$ cat src/rtl/core/rmws_pkg.sv
// Shared constants, types and helper functions of the measurement window statistics block.
`default_nettype none

package rmws_pkg;

    localparam int HIST_DEPTH = 8;
    localparam int PTR_W      = (HIST_DEPTH > 1) ? $clog2(HIST_DEPTH) : 1;
    localparam int KW         = $clog2(HIST_DEPTH + 1);

    localparam int LEV_W      = 6;
    localparam int QUAL_W     = 3;
    localparam int SEL_W      = 3;
    localparam int CNT_W      = 4;
    localparam int THR_W      = 7;
    localparam int CFG_IDX_W  = 3;
    localparam int CFG_DATA_W = 7;

    localparam int CMP_W      = (KW > CNT_W) ? KW : CNT_W;
    localparam int SUM_W      = $clog2(((1 << LEV_W) - 1) * HIST_DEPTH + 1);
    localparam int DIV_CNT_W  = $clog2(SUM_W + 1);

    localparam logic [CFG_IDX_W-1:0] CFG_AVG_SEL  = 3'd0;
    localparam logic [CFG_IDX_W-1:0] CFG_AVG_CNT  = 3'd1;
    localparam logic [CFG_IDX_W-1:0] CFG_NM_SEL   = 3'd2;
    localparam logic [CFG_IDX_W-1:0] CFG_NM_NEED  = 3'd3;
    localparam logic [CFG_IDX_W-1:0] CFG_NM_WIN   = 3'd4;
    localparam logic [CFG_IDX_W-1:0] CFG_NM_THR   = 3'd5;

    localparam logic [SEL_W-1:0] FLD_DL_LEV_FULL  = 3'd0;
    localparam logic [SEL_W-1:0] FLD_DL_LEV_SUB   = 3'd1;
    localparam logic [SEL_W-1:0] FLD_DL_QUAL_FULL = 3'd2;
    localparam logic [SEL_W-1:0] FLD_DL_QUAL_SUB  = 3'd3;
    localparam logic [SEL_W-1:0] FLD_UL_LEV_FULL  = 3'd4;
    localparam logic [SEL_W-1:0] FLD_UL_LEV_SUB   = 3'd5;
    localparam logic [SEL_W-1:0] FLD_UL_QUAL_FULL = 3'd6;
    localparam logic [SEL_W-1:0] FLD_UL_QUAL_SUB  = 3'd7;

    typedef struct packed {
        logic [LEV_W-1:0]  dl_level_full;
        logic [LEV_W-1:0]  dl_level_sub;
        logic [QUAL_W-1:0] dl_quality_full;
        logic [QUAL_W-1:0] dl_quality_sub;
        logic [LEV_W-1:0]  ul_level_full;
        logic [LEV_W-1:0]  ul_level_sub;
        logic [QUAL_W-1:0] ul_quality_full;
        logic [QUAL_W-1:0] ul_quality_sub;
    } t_report;

    typedef struct packed {
        logic             start;
        logic [SUM_W-1:0] dividend;
        logic [KW-1:0]    divisor;
    } t_div_req;

    typedef struct packed {
        logic             done;
        logic [SUM_W-1:0] quotient;
    } t_div_rsp;

    typedef enum logic [2:0] {
        S_IDLE,
        S_WALK,
        S_DIVGO,
        S_DIV,
        S_DONE
    } t_state;

    function automatic logic [KW-1:0] clamp_cnt(input logic [CNT_W-1:0] c);
        logic [CMP_W-1:0] ce;
        ce = CMP_W'(c);
        if (ce > CMP_W'(HIST_DEPTH)) begin
            return KW'(HIST_DEPTH);
        end
        return KW'(c);
    endfunction

    function automatic logic [LEV_W-1:0] field_of(input t_report r,
                                                  input logic [SEL_W-1:0] sel);
        logic [LEV_W-1:0] v;
        case (sel)
            FLD_DL_LEV_FULL:  v = r.dl_level_full;
            FLD_DL_LEV_SUB:   v = r.dl_level_sub;
            FLD_DL_QUAL_FULL: v = LEV_W'(r.dl_quality_full);
            FLD_DL_QUAL_SUB:  v = LEV_W'(r.dl_quality_sub);
            FLD_UL_LEV_FULL:  v = r.ul_level_full;
            FLD_UL_LEV_SUB:   v = r.ul_level_sub;
            FLD_UL_QUAL_FULL: v = LEV_W'(r.ul_quality_full);
            FLD_UL_QUAL_SUB:  v = LEV_W'(r.ul_quality_sub);
            default:          v = '0;
        endcase
        return v;
    endfunction

    function automatic logic [PTR_W-1:0] slot_inc(input logic [PTR_W-1:0] p);
        return (p == PTR_W'(HIST_DEPTH - 1)) ? '0 : p + PTR_W'(1);
    endfunction

    function automatic logic [PTR_W-1:0] slot_dec(input logic [PTR_W-1:0] p);
        return (p == '0) ? PTR_W'(HIST_DEPTH - 1) : p - PTR_W'(1);
    endfunction

endpackage

`default_nettype wire

$ cat src/rtl/core/rmws_report_if.sv
// Input channel carrying one measurement report per beat.
`default_nettype none

interface rmws_report_if;
    logic                        valid;
    logic                        ready;
    logic [rmws_pkg::LEV_W-1:0]  dl_level_full;
    logic [rmws_pkg::LEV_W-1:0]  dl_level_sub;
    logic [rmws_pkg::QUAL_W-1:0] dl_quality_full;
    logic [rmws_pkg::QUAL_W-1:0] dl_quality_sub;
    logic [rmws_pkg::LEV_W-1:0]  ul_level_full;
    logic [rmws_pkg::LEV_W-1:0]  ul_level_sub;
    logic [rmws_pkg::QUAL_W-1:0] ul_quality_full;
    logic [rmws_pkg::QUAL_W-1:0] ul_quality_sub;

    modport source (
        output valid, dl_level_full, dl_level_sub, dl_quality_full, dl_quality_sub,
               ul_level_full, ul_level_sub, ul_quality_full, ul_quality_sub,
        input  ready
    );
    modport sink (
        input  valid, dl_level_full, dl_level_sub, dl_quality_full, dl_quality_sub,
               ul_level_full, ul_level_sub, ul_quality_full, ul_quality_sub,
        output ready
    );
endinterface

`default_nettype wire

$ cat src/rtl/core/rmws_result_if.sv
// Output channel carrying one window result per beat.
`default_nettype none

interface rmws_result_if;
    logic                       valid;
    logic                       ready;
    logic [rmws_pkg::LEV_W-1:0] window_average;
    logic                       n_of_m_met;

    modport source (output valid, window_average, n_of_m_met, input ready);
    modport sink   (input valid, window_average, n_of_m_met, output ready);
endinterface

`default_nettype wire

$ cat src/rtl/core/rmws_ring.sv
// Report history ring: one write port, one registered read port, per-slot valid bits.
`default_nettype none

module rmws_ring (
    input  wire logic                       i_clk,
    input  wire logic                       i_rst_n,
    input  wire logic                       i_we,
    input  wire logic [rmws_pkg::PTR_W-1:0] i_waddr,
    input  rmws_pkg::t_report               i_wdata,
    input  wire logic [rmws_pkg::PTR_W-1:0] i_raddr,
    output rmws_pkg::t_report               o_rdata
);

    rmws_pkg::t_report                    r_mem [rmws_pkg::HIST_DEPTH];
    logic [rmws_pkg::HIST_DEPTH-1:0]      r_valid;
    rmws_pkg::t_report                    r_rdata;

    always_ff @(posedge i_clk) begin
        if (!i_rst_n) begin
            r_valid <= '0;
        end else if (i_we) begin
            r_valid[i_waddr] <= 1'b1;
        end
    end

    always_ff @(posedge i_clk) begin
        if (i_we) begin
            r_mem[i_waddr] <= i_wdata;
        end
    end

    // pass a beat written to the slot being read straight through;
    // an unwritten slot reads as a cleared report
    always_ff @(posedge i_clk) begin
        if (i_we && (i_waddr == i_raddr)) begin
            r_rdata <= i_wdata;
        end else if (r_valid[i_raddr]) begin
            r_rdata <= r_mem[i_raddr];
        end else begin
            r_rdata <= '0;
        end
    end

    assign o_rdata = r_rdata;

endmodule

`default_nettype wire

$ cat src/rtl/core/rmws_div.sv
// Restoring divider, one quotient bit per cycle through a shared subtractor.
`default_nettype none

module rmws_div (
    input  wire logic         i_clk,
    input  wire logic         i_rst_n,
    input  rmws_pkg::t_div_req i_req,
    output rmws_pkg::t_div_rsp o_rsp
);

    logic [rmws_pkg::KW-1:0]        r_rem, n_rem;
    logic [rmws_pkg::SUM_W-1:0]     r_quo, n_quo;
    logic [rmws_pkg::KW-1:0]        r_dvs, n_dvs;
    logic [rmws_pkg::DIV_CNT_W-1:0] r_cnt, n_cnt;
    logic                           r_busy, n_busy;
    logic                           r_done, n_done;
    logic [rmws_pkg::KW:0]          trial;
    logic [rmws_pkg::KW:0]          diff;

    always_comb begin
        trial  = {r_rem, r_quo[rmws_pkg::SUM_W-1]};
        diff   = trial - {1'b0, r_dvs};
        n_rem  = r_rem;
        n_quo  = r_quo;
        n_dvs  = r_dvs;
        n_cnt  = r_cnt;
        n_busy = r_busy;
        n_done = 1'b0;
        if (i_req.start) begin
            n_rem  = '0;
            n_quo  = i_req.dividend;
            n_dvs  = i_req.divisor;
            n_cnt  = '0;
            n_busy = 1'b1;
        end else if (r_busy) begin
            // shift in the next dividend bit, subtract where it fits
            if (trial >= {1'b0, r_dvs}) begin
                n_rem = diff[rmws_pkg::KW-1:0];
                n_quo = {r_quo[rmws_pkg::SUM_W-2:0], 1'b1};
            end else begin
                n_rem = trial[rmws_pkg::KW-1:0];
                n_quo = {r_quo[rmws_pkg::SUM_W-2:0], 1'b0};
            end
            n_cnt = r_cnt + rmws_pkg::DIV_CNT_W'(1);
            if (r_cnt == rmws_pkg::DIV_CNT_W'(rmws_pkg::SUM_W - 1)) begin
                n_busy = 1'b0;
                n_done = 1'b1;
            end
        end
    end

    always_ff @(posedge i_clk) begin
        if (!i_rst_n) begin
            r_busy <= 1'b0;
            r_done <= 1'b0;
            r_cnt  <= '0;
        end else begin
            r_busy <= n_busy;
            r_done <= n_done;
            r_cnt  <= n_cnt;
        end
    end

    always_ff @(posedge i_clk) begin
        r_rem <= n_rem;
        r_quo <= n_quo;
        r_dvs <= n_dvs;
    end

    assign o_rsp = {r_done, r_quo};

endmodule

`default_nettype wire

$ cat src/rtl/core/radio_measurement_window_stats.sv
// Radio measurement window statistics: report ring, window average and N of M check.
//
// Channels: i_report takes one measurement report per beat (valid/ready);
// o_result gives one beat per report with the truncated average of the selected
// field over the latest avg_count reports and the N of M flag over the latest
// nm_window reports. Registers are written through i_cfg_we, i_cfg_idx and
// i_cfg_data, by the user only while the block is idle; the block does not check it.
// Sequence: an accepted report is stored on the accept edge, then a sequencer
// walks the ring one slot a cycle, newest first, over max(avg_count, nm_window)
// slots (0 to 8, counts saturating at the ring depth), then the restoring
// divider is loaded and produces the quotient, and the result register then
// loads it and raises o_result.valid. One report is in work at a time;
// i_report.ready is high only while the sequencer is idle, so a new report is
// not taken before the last one has reached the result register.
// Reset (synchronous, active low) clears the ring valid bits so every slot
// reads as zero, rewinds the write pointer and restores the register defaults.
// When the receiver stalls, the result register holds its beat; the
// sequencer may take and process the next report, then waits for the
// result register to drain before loading it.
`default_nettype none

module radio_measurement_window_stats (
    input  wire logic                            i_clk,
    input  wire logic                            i_rst_n,
    input  wire logic                            i_cfg_we,
    input  wire logic [rmws_pkg::CFG_IDX_W-1:0]  i_cfg_idx,
    input  wire logic [rmws_pkg::CFG_DATA_W-1:0] i_cfg_data,
    rmws_report_if.sink                          i_report,
    rmws_result_if.source                        o_result
);

    // configuration registers
    logic [rmws_pkg::SEL_W-1:0] r_avg_sel;
    logic [rmws_pkg::CNT_W-1:0] r_avg_cnt;
    logic [rmws_pkg::SEL_W-1:0] r_nm_sel;
    logic [rmws_pkg::CNT_W-1:0] r_nm_need;
    logic [rmws_pkg::CNT_W-1:0] r_nm_win;
    logic [rmws_pkg::THR_W-1:0] r_nm_thr;

    rmws_pkg::t_state             r_state, n_state;
    logic [rmws_pkg::PTR_W-1:0]   r_wp, n_wp;
    logic [rmws_pkg::PTR_W-1:0]   r_slot, n_slot;
    logic [rmws_pkg::KW-1:0]      r_j, n_j;
    logic [rmws_pkg::KW-1:0]      r_ka, n_ka;
    logic [rmws_pkg::KW-1:0]      r_km, n_km;
    logic [rmws_pkg::KW-1:0]      r_len, n_len;
    logic [rmws_pkg::SUM_W-1:0]   r_sum, n_sum;
    logic [rmws_pkg::KW-1:0]      r_hits, n_hits;
    logic                         r_out_valid, n_out_valid;
    logic [rmws_pkg::LEV_W-1:0]   r_out_avg, n_out_avg;
    logic                         r_out_met, n_out_met;

    logic                         accept;
    logic                         in_ready;
    logic                         load_out;
    logic                         div_start;
    logic                         walk_last;
    logic [rmws_pkg::KW-1:0]      ka_cfg;
    logic [rmws_pkg::KW-1:0]      km_cfg;
    logic [rmws_pkg::LEV_W-1:0]   fa;
    logic [rmws_pkg::LEV_W-1:0]   fn;
    rmws_pkg::t_report            wdata;
    rmws_pkg::t_report            rdata;
    rmws_pkg::t_div_req           div_req;
    rmws_pkg::t_div_rsp           div_rsp;

    assign wdata = {i_report.dl_level_full, i_report.dl_level_sub,
                    i_report.dl_quality_full, i_report.dl_quality_sub,
                    i_report.ul_level_full, i_report.ul_level_sub,
                    i_report.ul_quality_full, i_report.ul_quality_sub};

    assign accept    = i_report.valid && in_ready;
    assign ka_cfg    = rmws_pkg::clamp_cnt(r_avg_cnt);
    assign km_cfg    = rmws_pkg::clamp_cnt(r_nm_win);
    assign walk_last = (r_j + rmws_pkg::KW'(1)) == r_len;
    assign fa        = rmws_pkg::field_of(rdata, r_avg_sel);
    assign fn        = rmws_pkg::field_of(rdata, r_nm_sel);

    // address the next slot so the registered read lines up with r_slot
    rmws_ring u_ring (
        .i_clk   (i_clk),
        .i_rst_n (i_rst_n),
        .i_we    (accept),
        .i_waddr (r_wp),
        .i_wdata (wdata),
        .i_raddr (n_slot),
        .o_rdata (rdata)
    );

    assign div_req = {div_start, r_sum, r_ka};

    rmws_div u_div (
        .i_clk   (i_clk),
        .i_rst_n (i_rst_n),
        .i_req   (div_req),
        .o_rsp   (div_rsp)
    );

    // configuration writes; an index beyond the list is dropped
    always_ff @(posedge i_clk) begin
        if (!i_rst_n) begin
            r_avg_sel <= '0;
            r_avg_cnt <= rmws_pkg::CNT_W'(1);
            r_nm_sel  <= '0;
            r_nm_need <= rmws_pkg::CNT_W'(1);
            r_nm_win  <= rmws_pkg::CNT_W'(1);
            r_nm_thr  <= '0;
        end else if (i_cfg_we) begin
            case (i_cfg_idx)
                rmws_pkg::CFG_AVG_SEL: r_avg_sel <= i_cfg_data[rmws_pkg::SEL_W-1:0];
                rmws_pkg::CFG_AVG_CNT: r_avg_cnt <= i_cfg_data[rmws_pkg::CNT_W-1:0];
                rmws_pkg::CFG_NM_SEL:  r_nm_sel  <= i_cfg_data[rmws_pkg::SEL_W-1:0];
                rmws_pkg::CFG_NM_NEED: r_nm_need <= i_cfg_data[rmws_pkg::CNT_W-1:0];
                rmws_pkg::CFG_NM_WIN:  r_nm_win  <= i_cfg_data[rmws_pkg::CNT_W-1:0];
                rmws_pkg::CFG_NM_THR:  r_nm_thr  <= i_cfg_data[rmws_pkg::THR_W-1:0];
                default: ;
            endcase
        end
    end

    // next state
    always_comb begin
        n_state = r_state;
        case (r_state)
            rmws_pkg::S_IDLE: begin
                if (i_report.valid) begin
                    n_state = ((ka_cfg > km_cfg ? ka_cfg : km_cfg) == '0) ?
                              rmws_pkg::S_DIVGO : rmws_pkg::S_WALK;
                end
            end
            rmws_pkg::S_WALK: begin
                if (walk_last) begin
                    n_state = rmws_pkg::S_DIVGO;
                end
            end
            rmws_pkg::S_DIVGO: n_state = rmws_pkg::S_DIV;
            rmws_pkg::S_DIV: begin
                if (div_rsp.done) begin
                    n_state = rmws_pkg::S_DONE;
                end
            end
            rmws_pkg::S_DONE: begin
                if (!r_out_valid || o_result.ready) begin
                    n_state = rmws_pkg::S_IDLE;
                end
            end
            default: n_state = rmws_pkg::S_IDLE;
        endcase
    end

    // state decoded controls
    always_comb begin
        in_ready  = 1'b0;
        div_start = 1'b0;
        load_out  = 1'b0;
        case (r_state)
            rmws_pkg::S_IDLE:  in_ready  = 1'b1;
            rmws_pkg::S_DIVGO: div_start = 1'b1;
            rmws_pkg::S_DONE:  load_out  = !r_out_valid || o_result.ready;
            default: ;
        endcase
    end

    // datapath
    always_comb begin
        n_wp        = r_wp;
        n_slot      = r_slot;
        n_j         = r_j;
        n_ka        = r_ka;
        n_km        = r_km;
        n_len       = r_len;
        n_sum       = r_sum;
        n_hits      = r_hits;
        n_out_avg   = r_out_avg;
        n_out_met   = r_out_met;
        n_out_valid = r_out_valid;

        if (accept) begin
            // newest report is at the slot being written; walk backwards from it
            n_wp   = rmws_pkg::slot_inc(r_wp);
            n_slot = r_wp;
            n_j    = '0;
            n_ka   = ka_cfg;
            n_km   = km_cfg;
            n_len  = (ka_cfg > km_cfg) ? ka_cfg : km_cfg;
            n_sum  = '0;
            n_hits = '0;
        end

        if (r_state == rmws_pkg::S_WALK) begin
            if (r_j < r_ka) begin
                n_sum = r_sum + rmws_pkg::SUM_W'(fa);
            end
            if ((r_j < r_km) && ({1'b0, fn} >= r_nm_thr)) begin
                n_hits = r_hits + rmws_pkg::KW'(1);
            end
            n_j    = r_j + rmws_pkg::KW'(1);
            n_slot = rmws_pkg::slot_dec(r_slot);
        end

        if (o_result.ready) begin
            n_out_valid = 1'b0;
        end
        if (load_out) begin
            n_out_valid = 1'b1;
            n_out_avg   = (r_ka == '0) ? '0 : div_rsp.quotient[rmws_pkg::LEV_W-1:0];
            n_out_met   = (r_km != '0) &&
                          (rmws_pkg::CMP_W'(r_hits) >= rmws_pkg::CMP_W'(r_nm_need));
        end
    end

    always_ff @(posedge i_clk) begin
        if (!i_rst_n) begin
            r_state     <= rmws_pkg::S_IDLE;
            r_wp        <= '0;
            r_out_valid <= 1'b0;
        end else begin
            r_state     <= n_state;
            r_wp        <= n_wp;
            r_out_valid <= n_out_valid;
        end
    end

    always_ff @(posedge i_clk) begin
        r_slot    <= n_slot;
        r_j       <= n_j;
        r_ka      <= n_ka;
        r_km      <= n_km;
        r_len     <= n_len;
        r_sum     <= n_sum;
        r_hits    <= n_hits;
        r_out_avg <= n_out_avg;
        r_out_met <= n_out_met;
    end

    assign i_report.ready          = in_ready;
    assign o_result.valid          = r_out_valid;
    assign o_result.window_average = r_out_avg;
    assign o_result.n_of_m_met     = r_out_met;

endmodule

`default_nettype wire

$ cat src/flat_wrapper.sv
// flat-port wrapper written by rule: the top's interface ports become plain ports
module radio_measurement_window_stats_flat 
  (i_clk, i_rst_n, i_cfg_we, i_cfg_idx, i_cfg_data, i_report_valid, i_report_dl_level_full, i_report_dl_level_sub, i_report_dl_quality_full, i_report_dl_quality_sub, i_report_ul_level_full, i_report_ul_level_sub, i_report_ul_quality_full, i_report_ul_quality_sub, i_report_ready, o_result_valid, o_result_window_average, o_result_n_of_m_met, o_result_ready);
  rmws_report_if i_report_i ();
  rmws_result_if o_result_i ();
  input  wire logic i_clk;
  input  wire logic i_rst_n;
  input  wire logic i_cfg_we;
  input  wire logic [rmws_pkg::CFG_IDX_W-1:0] i_cfg_idx;
  input  wire logic [rmws_pkg::CFG_DATA_W-1:0] i_cfg_data;
  input wire logic [$bits(i_report_i.valid)-1:0] i_report_valid;
  input wire logic [$bits(i_report_i.dl_level_full)-1:0] i_report_dl_level_full;
  input wire logic [$bits(i_report_i.dl_level_sub)-1:0] i_report_dl_level_sub;
  input wire logic [$bits(i_report_i.dl_quality_full)-1:0] i_report_dl_quality_full;
  input wire logic [$bits(i_report_i.dl_quality_sub)-1:0] i_report_dl_quality_sub;
  input wire logic [$bits(i_report_i.ul_level_full)-1:0] i_report_ul_level_full;
  input wire logic [$bits(i_report_i.ul_level_sub)-1:0] i_report_ul_level_sub;
  input wire logic [$bits(i_report_i.ul_quality_full)-1:0] i_report_ul_quality_full;
  input wire logic [$bits(i_report_i.ul_quality_sub)-1:0] i_report_ul_quality_sub;
  output wire logic [$bits(i_report_i.ready)-1:0] i_report_ready;
  output wire logic [$bits(o_result_i.valid)-1:0] o_result_valid;
  output wire logic [$bits(o_result_i.window_average)-1:0] o_result_window_average;
  output wire logic [$bits(o_result_i.n_of_m_met)-1:0] o_result_n_of_m_met;
  input wire logic [$bits(o_result_i.ready)-1:0] o_result_ready;
  assign i_report_i.valid = i_report_valid;
  assign i_report_i.dl_level_full = i_report_dl_level_full;
  assign i_report_i.dl_level_sub = i_report_dl_level_sub;
  assign i_report_i.dl_quality_full = i_report_dl_quality_full;
  assign i_report_i.dl_quality_sub = i_report_dl_quality_sub;
  assign i_report_i.ul_level_full = i_report_ul_level_full;
  assign i_report_i.ul_level_sub = i_report_ul_level_sub;
  assign i_report_i.ul_quality_full = i_report_ul_quality_full;
  assign i_report_i.ul_quality_sub = i_report_ul_quality_sub;
  assign i_report_ready = i_report_i.ready;
  assign o_result_valid = o_result_i.valid;
  assign o_result_window_average = o_result_i.window_average;
  assign o_result_n_of_m_met = o_result_i.n_of_m_met;
  assign o_result_i.ready = o_result_ready;
  radio_measurement_window_stats u_core (.i_clk(i_clk), .i_rst_n(i_rst_n), .i_cfg_we(i_cfg_we), .i_cfg_idx(i_cfg_idx), .i_cfg_data(i_cfg_data), .i_report(i_report_i), .o_result(o_result_i));
endmodule
$ cat config.mk
export PLATFORM = sky130hd
export DESIGN_NAME = radio_measurement_window_stats_flat
export DESIGN_NICKNAME = d
export VERILOG_FILES = /design/src/rtl/core/rmws_pkg.sv /design/src/rtl/core/rmws_report_if.sv /design/src/rtl/core/rmws_result_if.sv /design/src/rtl/core/rmws_ring.sv /design/src/rtl/core/rmws_div.sv /design/src/rtl/core/radio_measurement_window_stats.sv /design/src/flat_wrapper.sv
export SDC_FILE = /design/constraint.sdc
export NUM_CORES = 1
export LEC_CHECK = 0
export BUFFER_PORTS_ARGS = -buffer_cell sky130_fd_sc_hd__buf_2
export CAP_MARGIN = 20
export CORE_MARGIN = 4
export CORE_UTILIZATION = 55
export CTS_BUF_LIST = sky130_fd_sc_hd__clkbuf_2 sky130_fd_sc_hd__clkbuf_4 sky130_fd_sc_hd__clkbuf_8
export DETAILED_ROUTE_END_ITERATION = 10
export PLACE_DENSITY = 0.72
export SYNTH_ARGS = -nofsm -noshare
export SYNTH_HDL_FRONTEND = slang
export SYNTH_SLANG_ARGS = --single-unit
$ cat constraint.sdc
create_clock -name i_clk -period 9.55 [get_ports i_clk]
set_clock_uncertainty 0.2 [all_clocks]
set_input_delay 0 -clock i_clk [delete_from_list [all_inputs] [get_ports i_clk]]
set_output_delay 0 -clock i_clk [all_outputs]
set_load 0.02 [all_outputs]
Word-level counts from Yosys, hierarchy flattened
Memories as Yosys holds them, arrays and structs flattened.
Cells that the tools add are included.
- add/subtract/negate cells: 7
- multipliers: 0
- divide/modulo/power cells: 0
- magnitude comparators: 11
- equality and inequality tests: 31
- shift-type cells: 0
- multiplexer cells: 48
- bitwise gates (word level): 3
- reductions and logical operators: 27
- operator list (kind ; count):
    $pmux 6 s8 ; 2
    $mux 36 ; 2
    $mux 9 ; 5
    $mux 4 ; 11
    $eq 3x3->1 const B ; 12
    $eq 3x2->1 const B ; 8
    $mux 3 ; 8
    $mux 1 ; 16
    $logic_not 3->1 ; 5
    $pmux 3 s5 ; 1
    $add 4x1->4 const B ; 3
    $eq 3x1->1 const B ; 4
    $reduce_and 2->1 ; 6
    $add 9x6->9 ; 1
    $gt 4x4->1 const B ; 2
    $logic_not 4->1 ; 2
    $lt 3x4->1 const B ; 2
    $lt 4x4->1 ; 2
    $or 8x8->8 ; 1
    $ge 6x7->1 ; 1
    $reduce_bool 2->1 ; 3
    $ge 5x4->1 ; 1
    $logic_and 1x1->1 ; 5
    $eq 4x4->1 ; 1
    20 further kinds ; 23
- bits in registers: 138
- latch bits: 0
- memory bits (writable): 288
- bits in read-only memories: 0
- bits of input ports: 51
- output and inout bits: 9
- logic and storage cells: 161
- memories: 1
- memory list (memory ; words ; width ; rd ports ; clocked after memory_dff ; write ports ; line ; text):
    u_core.u_ring.r_mem ; 8 ; 36 ; 1 ; 0 ; 1 ; rmws_ring.sv:14 ; rmws_pkg::t_report r_mem [rmws_pkg::HIST_DEPTH];

Logic depth before layout (Yosys ltp)
Gate-level depths: netlist of the first run.
- word-level depth: 9
- depth in mapped cells: 15

Hierarchy
From an unflattened synthesis of the first run, not the netlist that was laid out.
- cell total of the unflattened synthesis: 1087
- area total of the unflattened synthesis: 17689.5 um^2
- by module, submodules not included (module ; times used ; cells an instance ; area each (um^2)):
    rmws_ring ; 1 ; 574 ; 12331.8
    radio_measurement_window_stats ; 1 ; 422 ; 4259.1
    rmws_div ; 1 ; 91 ; 1098.6

Worst setup path before layout of the first run
No wires, ideal clock.
- path kind: reg-to-reg
- from: reg u_core.r_state[1]
- to: mem u_core.u_ring.r_mem[4][0] (netlist name), enable pin
- arrival: 4166 ps
- required time: 8874 ps
- slack: 4708 ps
- cell stages (with the launch flop): 7
- clock period less this slack: 4842 ps
- cells stage by stage: dfxtp_1 > clkbuf_1 > nor3_1 > nand2_1 > inv_1 > nand2_1 > nor3_1
- longest elaborated chain between the ends: 5
- ends and longest elaborated chain (what ; line ; text):
    start, declared ; radio_measurement_window_stats.sv:40 ; rmws_pkg::t_state r_state, n_state;
    start signal, assigned ; radio_measurement_window_stats.sv:214 ; r_state <= rmws_pkg::S_IDLE;
    start signal, assigned ; radio_measurement_window_stats.sv:218 ; r_state <= n_state;
    $logic_not 3->1 ; radio_measurement_window_stats.sv:156 ; case (r_state)
    $mux 1 ; radio_measurement_window_stats.sv:156 ;
    named net i_report_ready ; flat_wrapper.sv:20 ; output wire logic [$bits(i_report_i.ready)-1:0] i_report_ready;
    $logic_and 1x1->1 ; radio_measurement_window_stats.sv:72 ; assign accept = i_report.valid && in_ready;
    $mux 1 ; rmws_ring.sv:27 ; if (i_we) begin
    $mux 1 (not written as such) ; rmws_ring.sv:28 ; r_mem[i_waddr] <= i_wdata;
    end, declared ; rmws_ring.sv:14 ;
The timed path passes the listed nets, and every way through them passes these cells.

Worst setup path after layout of the first run
- from: reg u_core.r_slot[0] (netlist name)
- to: reg u_core.u_ring.r_rdata, in the netlist u_core.u_ring.o_rdata[16]
- longest elaborated chain between the ends: 7
- ends and longest elaborated chain (what ; line ; text):
    start, declared ; radio_measurement_window_stats.sv:42 ; logic [rmws_pkg::PTR_W-1:0] r_slot, n_slot;
    start signal, assigned ; radio_measurement_window_stats.sv:225 ; r_slot <= n_slot;
    $sub 3x1->3 or $logic_not 3->1 (tied branches) ; rmws_pkg.sv:99 ; return (p == '0) ? PTR_W'(HIST_DEPTH - 1) : p - PTR_W'(1);
    $mux 3 ; rmws_pkg.sv:99 ;
    $mux 3 (*) ; radio_measurement_window_stats.sv:190 ; if (r_state == rmws_pkg::S_WALK) begin
    $bmux 1 s3 ; rmws_ring.sv:37 ; end else if (r_valid[i_raddr]) begin
    $mux 1 (not written as such) ; rmws_ring.sv:37 ;
    $mux 36 ; rmws_ring.sv:37 ;
    $mux 36 (*) ; rmws_ring.sv:35 ; if (i_we && (i_waddr == i_raddr)) begin
    end signal, assigned ; rmws_ring.sv:36 ; r_rdata <= i_wdata;
    end signal, assigned ; rmws_ring.sv:38 ; r_rdata <= r_mem[i_raddr];
    end, declared ; rmws_ring.sv:16 ; rmws_pkg::t_report r_rdata;
Every way passes the cells marked *; elsewhere a longest branch is shown, timed or not. The select of a mux whose other input is x is not followed.
A chain may end at the register's enable or synchronous reset.

==> results of run 1 <==
per-layer routing:
layer	part of all wire	GRT usage
met1	0.42	0.3140
met2	0.49	0.3861
met3	0.061	0.03554
met4	0.024	0.07253
met5	0	0
kinds of logic (layout without fill, tap and decap cells):
family / after synthesis / after routing / share of synthesized area
AOI/OAI and AO/OA: 194 / 194 / 0.08822
buffers and inverters: 114 / 331 / 0.02774
adders and majority gates: 40 / 40 / 0.02945
muxes: 129 / 129 / 0.08286
DFF: 426 / 426 / 0.6726
and+or+nand+nor: 378 / 378 / 0.09215
xor gates and xnor gates: 14 / 14 / 0.007006
worst paths after layout:
path                                                   end  slack (ps)  cells past startpoint
worst min-delay path            u_core.u_ring.r_mem[1][12]          40                      2
worst max register to register   u_core.u_ring.o_rdata[16]        5120                     12
worst max-delay path             u_core.u_ring.o_rdata[16]        5120                     12
worst min register to register             u_core.r_sum[8]         270                      1
cell usage in the layout (no fill, tap or decap), types with 8 or more instances in the layout:
cell           Yosys  layout
ha_1              38      38
nand2b_1          14      13
dfxtp_1          102     102
buf_2             16      59
nor2_4             0       8
inv_1             39      38
o21ai_0           15      15
nor4_1             8       8
a21oi_1           28      28
edfxtp_1         324     324
a32oi_1           72      72
nor2b_1           24      24
mux2i_1          110     110
a21o_1            10      10
nand2_1          217     217
nand3_1           10      10
dlygate4sd3_1      0      85
a32o_1            36      36
buf_4              0      18
clkbuf_4           0      34
mux4_2            12      12
nor2_1            80      72
clkbuf_8           0      76
power by group through the flow:
stage / clock network (mW) / registers [mW] / logic, mW
4_1_cts: 1.63 / 2.37 / 1.92
5_1_grt: 1.72 / 2.39 / 2.09
6_report: 1.60 / 2.37 / 1.92
2_1_floorplan: 0 / 2.33 / 1.39
3_3_place_gp: 0 / 2.40 / 1.82
3_5_place_dp: 0 / 2.40 / 1.88
sequential cells by signal, summed over array words and instances (netlist names), 4 cells and up:
signal and count:
u_core.u_ring.r_mem 288, u_core.r_ka 4, u_core.r_sum 9, u_core.r_nm_need 4, u_core.r_len 4, u_core.r_avg_cnt 4
u_core.r_nm_thr 7, u_core.r_km 4, u_core.r_hits 4, u_core.u_ring.r_valid 8, u_core.r_j 4, u_core.u_ring.o_rdata 36
u_core.r_nm_win 4, u_core.u_div.r_cnt 4, u_core.o_result.window_average 6, u_core.u_div.r_rem 4, u_core.u_div.r_dvs 4, u_core.u_div.r_quo 9
worst max-delay path, cell delays in order (launching register included):
cell and delay (ps):
dfxtp_1 300, inv_1 120, ha_1 190, nor2_1 50
a2111oi_0 380, o22ai_1 160, nand2b_2 190, buf_4 360
inv_6 670, buf_4 880, mux2i_1 310, a32oi_1 80
a32o_1 320
through the flow:
stage	hold WS (ps)	cells	utilization	setup slack [ps]	total power, mW
5_1_grt	13.75	1914	0.6513	4715	6.200
4_1_cts	7.514	1914	0.6513	5080	5.915
3_3_place_gp	28.45	1702	0.5778	5186	4.219
2_1_floorplan	-101.1	1295	-	4708	3.719
3_5_place_dp	40.68	1703	0.5784	5090	4.285
6_report	35.53	1914	0.6513	5121	5.889
area by class of cell:
type                    instances  area share
repair buffers                163     0.06348
inverters                      42    0.007935
flip-flops and latches        426      0.5742
well taps                     402     0.02454
multi-input cells             755      0.2594
clock inverters                16    0.006958
clock buffers                 110     0.06348
what timing repair did:
item,4_1_cts,5_1_grt
hold buffers,85,0
hold endpoints to repair,383,0
setup buffers,0,0
gates resized for setup,0,0
==> run summary, run 1 <==
Net count after synthesis - 1386
Worst EP arrival - 4710 ps
Min cycle time layout - 4429 ps
Critical path class - flip-flop to flip-flop
Outcome - completed
Worst r2r src - u_core.r_slot[0]
Multi-input logic area - 5318 um^2
WL/cell - 21.10 um
CTS tree - built
Seq cells post-synth - 426
Startpoint types - flip-flop
Ports - 60
Synthesized area - 17500 um^2
Count leader, synth - edfxtp_1
Fin nets - 1548
Setup TNS - 0 ps
Clock power share - 0.272
Area Overhead vs Synth - 17.13%
Iteration-0 DRC Markers - 890
Synthesized area per cell - 13.51 um^2
Global-route wire length before repair - 63.90 mm
Synthesized instance count - 1295
Core Area - 31470 um^2
Peak Freq - 0.2258 GHz
Die area - 34740 um^2
Total vias in the final route - 11250
Average via count per standard cell - 5.876
Vias in the first global route - 11400
Largest net degree at the start of global routing - 75
Synth top area share - 0.5559
Reg area - 11770 um^2
Warning count from the yosys run - 0
Initial core utilization - 0.5561
Design area - 20500 um^2
Ant. Diodes - 0
Max_cap viols - 0
Hold_sp - i_report_ul_level_full[0]
Synth area leaders - edfxtp_1, dfxtp_1, mux2i_1, nand2_1, a32oi_1
CTS max path bufs - 3
DP HPWL - 21.68 mm
Lkg Pwr - 7.622 nW
Slew @ Worst Pin - 1034 ps
# rows - 65
Primary FF master, synth - edfxtp_1
CTS H-tree lvls - 3
Cts bufs inserted - 69
Final setup vio count - 0
Sequential-to-total area share from yosys stat - 0.6726
Hold Crit Class - primary input to flip-flop
DRC - 0
RSZ-0062 raised after global routing - false
Flop pwr share - 0.402
Gate power share - 0.326
Slew Limit Fails - 0
Routed WL - 40.39 mm
VDD IR-drop max - 0.0002208 V
Die Height - 186.4 um
Top post-synthesis cells by count - edfxtp_1, nand2_1, mux2i_1
Worst Setup SP - u_core.r_slot[0]
Placed Area - 18210 um^2
Critical Path RT - 9830 ps
Fill cell count - 2279
GR Overflow Total - 0
Top cell type by total area after synthesis - edfxtp_1
Endpoints failing hold - 0
Root buf cell - clkbuf_8
Initial antenna violation count - 0
Int Pwr - 3.801 mW
Crit. End Element - flip-flop
Net switching power - 2.088 mW
Post-synthesis cell type count - 51
Total global-route track usage - 0.2302
Die width - 186.4 um
Clk slew on worst S/H paths - 60 ps
Sink Count - 426
Period utilization - 0.4638
Switching share of power - 0.3546
CP Max Fanout - 74
Number of synthesized flops with an enable pin - 324
Layout cells sized above 1 - 0.1554
Final ANT Viol Nets - 0
Clk_lat worst skew - 610 ps
GPL Wtd Cong - 0.8554
First-pass iteration count of the detailed router - 6
PwrDens - 287.3 nW/um^2
Port Buffer Count - 59
Max-slew headroom - 0.3104
Share of flip-flops with an asynchronous set or reset - 0
(Power assumes the default switching activity.)
==> run 2: changes to the inputs <==
- ABC_AREA: not set -> 1
- PLACE_DENSITY: 0.72 -> 0.75
- clock period: 9.55 -> 4.05 ns (I/O delays scaled with it)
==> run 2 against run 1 <==
Net effect:
- worst setup slack lost 4400 ps
- via count rose by 32%
- register-to-register slack got worse by 4400 ps
- utilization decreased by 0.34 points
- highest routed layer unchanged
- wire length grew 19%
- count of clock-buffer cells in the layout up 3
- final area rose by 9.4%
- final cell count grew 44%
- largest cell class unchanged
- worst hold slack better by 2.7 ps
==> run summary, run 2 <==
Max_cap viols - 0
Critical path class - flip-flop to flip-flop
Total global-route track usage - 0.2474
Initial core utilization - 0.5580
Synth top area share - 0.5036
Sequential-to-total area share from yosys stat - 0.6092
Die width - 195.4 um
Critical Path RT - 4390 ps
Die area - 38190 um^2
GR Overflow Total - 0
Max-slew headroom - 0.3595
Root buf cell - clkbuf_8
Synth area leaders - edfxtp_1, dfxtp_1, nand2_1, nand3_1, inv_1
Util after Layout - 0.6479
GPL Wtd Cong - 0.9410
Cts bufs inserted - 71
Worst EP arrival - 3660 ps
Routed WL - 47.93 mm
Pre-CTS worst setup slack - 825.2 ps
Port Buffer Count - 59
Setup TNS - 0 ps
# rows - 68
Peak Freq - 0.3019 GHz
Most frequent cells in the layout - nand2_1, inv_1, edfxtp_1
Number of synthesized flops with an enable pin - 324
Synthesized area per cell - 9.249 um^2
RSZ-0062 raised after global routing - false
DRC - 0
Sink Count - 426
DP HPWL - 28.54 mm
Lkg Pwr - 9.756 nW
Vias in the first global route - 15020
Warning count from the yosys run - 0
Top post-synthesis cells by count - nand2_1, inv_1, edfxtp_1
Top cell type by total area after synthesis - edfxtp_1
Commonest non-fill, non-tap cell in the layout - nand2_1
Area Overhead vs Synth - 16.12%
Synthesized instance count - 2089
Post-CTS sizing - 0
Period utilization - 0.8180
CTS tree - built
Biggest register - u_core.u_ring.r_mem
Clk slew on worst S/H paths - 60 ps
Endpoints failing hold - 0
Largest net degree at the start of global routing - 51
Slew @ Worst Pin - 952.0 ps
Primary FF master, synth - edfxtp_1
Initial antenna violation count - 0
Synthesized area - 19320 um^2
Iteration-0 DRC Markers - 1395
First-pass iteration count of the detailed router - 8
Clk_lat worst skew - 620 ps
Post-synthesis cell type count - 40
Outcome - completed
PwrDens - 718.8 nW/um^2
Hold Crit Class - primary input to flip-flop
Final ANT Viol Nets - 0
Final WS setup - 737.2 ps
Net count after synthesis - 2180
Core Area - 34630 um^2
WL/cell - 17.38 um
Average via count per standard cell - 5.402
Seq cells post-synth - 426
Max FFs per register - 288
Min cycle time layout - 3313 ps
Startpoint types - flip-flop
Layout cells sized above 1 - 0.1012
Fin nets - 2339
Ports - 60
Setup bufs post-CTS - 0
CP Max Fanout - 37
Cts hold-fix bufs - 88
Slew Limit Fails - 0
Total vias in the final route - 14890
VDD IR-drop max - 0.0005838 V
Ant. Diodes - 0
CTS max path bufs - 3
Share of flip-flops with an asynchronous set or reset - 0
Global-route wire length before repair - 76.08 mm
Die Height - 195.4 um
Crit. End Element - flip-flop
Count leader, synth - nand2_1
Final setup vio count - 0
CTS H-tree lvls - 3
## run 2: changes by cell type after synthesis, moves of 65 or more
cell / previous run / this run
inv_1: 39 / 347
nand3_1: 10 / 292
nand2_1: 217 / 416
nor2_1: 80 / 233
mux2i_1: 110 / 0
a32oi_1: 72 / 0
o21ai_0: 15 / 80
## run 2: cell type report
type                    count  area (um^2)
clock buffers             113         1393
multi-input cells        1223         5891
fillers                  2665        12190
clock inverters            14        96.34
flip-flops and latches    426        11770
repair buffers            175         1399
well taps                 455        569.3
inverters                 351         1318
## run 2: per-stage QoR
step / area [um^2] / std cells / hold WS, ps / power (mW)
final: 22440 / 2757 / 38.18 / 16.13
after global routing: 22440 / 2757 / 25.04 / 17.22
after CTS: 22440 / 2757 / 0.2243 / 16.13
after detailed placement: 20070 / 2542 / 93.60 / 12.12
after global placement: 20070 / 2542 / 87.56 / 11.91
after floorplan: 19320 / 2089 / -101.1 / 10.41
## run 2: path summary, 6_finish.rpt
check	start	endpoint	slack, ps	depth (start not counted)
worst max register to register	u_core.r_state[2]	u_core.u_ring.o_rdata[34]	740	11
worst min-delay path	i_report_ul_quality_sub[2]	u_core.u_ring.r_mem[6][2]	40	2
worst min register to register	u_core.r_sum[8]	u_core.r_sum[8]	260	2
worst max-delay path	u_core.r_state[2]	u_core.u_ring.o_rdata[34]	740	11
## run 2: kinds of logic after synthesis
kind of cell / after synthesis / synth area share
AND/OR/NAND/NOR: 973 / 0.2125
flip-flops: 426 / 0.6092
adder cells (fa/ha/maj): 40 / 0.02668
AO/OA/AOI/OAI: 201 / 0.05731
buffers and inverters: 440 / 0.09021
XOR/XNOR: 9 / 0.004079
## run 2: power by group
part	switching [mW]	leakage (nW)	internal, mW
combinational	4.55	5.18	1.91
sequential	0.322	3.78	5.43
clock	1.67	0.789	2.24
## run 2: critical path: stages, from the launching register on
cell and delay (ps):
dfxtp_1 450, nor2_4 90, nand2_1 380, inv_2 210, a21oi_1 160, o21ai_1 110, o21ai_4 90, buf_4 500
nand2_1 150, nand2_2 640, nand3_1 140, nand2_1 100
## run 2: layer usage
| metal | part of all wire | routed length, um | up-vias | GRT usage |
|---|---|---|---|---|
| met5 | 0 | 0 | - | 0 |
| met4 | 0.046 | 2199 | 0 | 0.1187 |
| met3 | 0.065 | 3130 | 157 | 0.04175 |
| met2 | 0.49 | 23270 | 607 | 0.4228 |
| met1 | 0.40 | 19330 | 6952 | 0.3067 |
| li1 | - | - | 7176 | - |
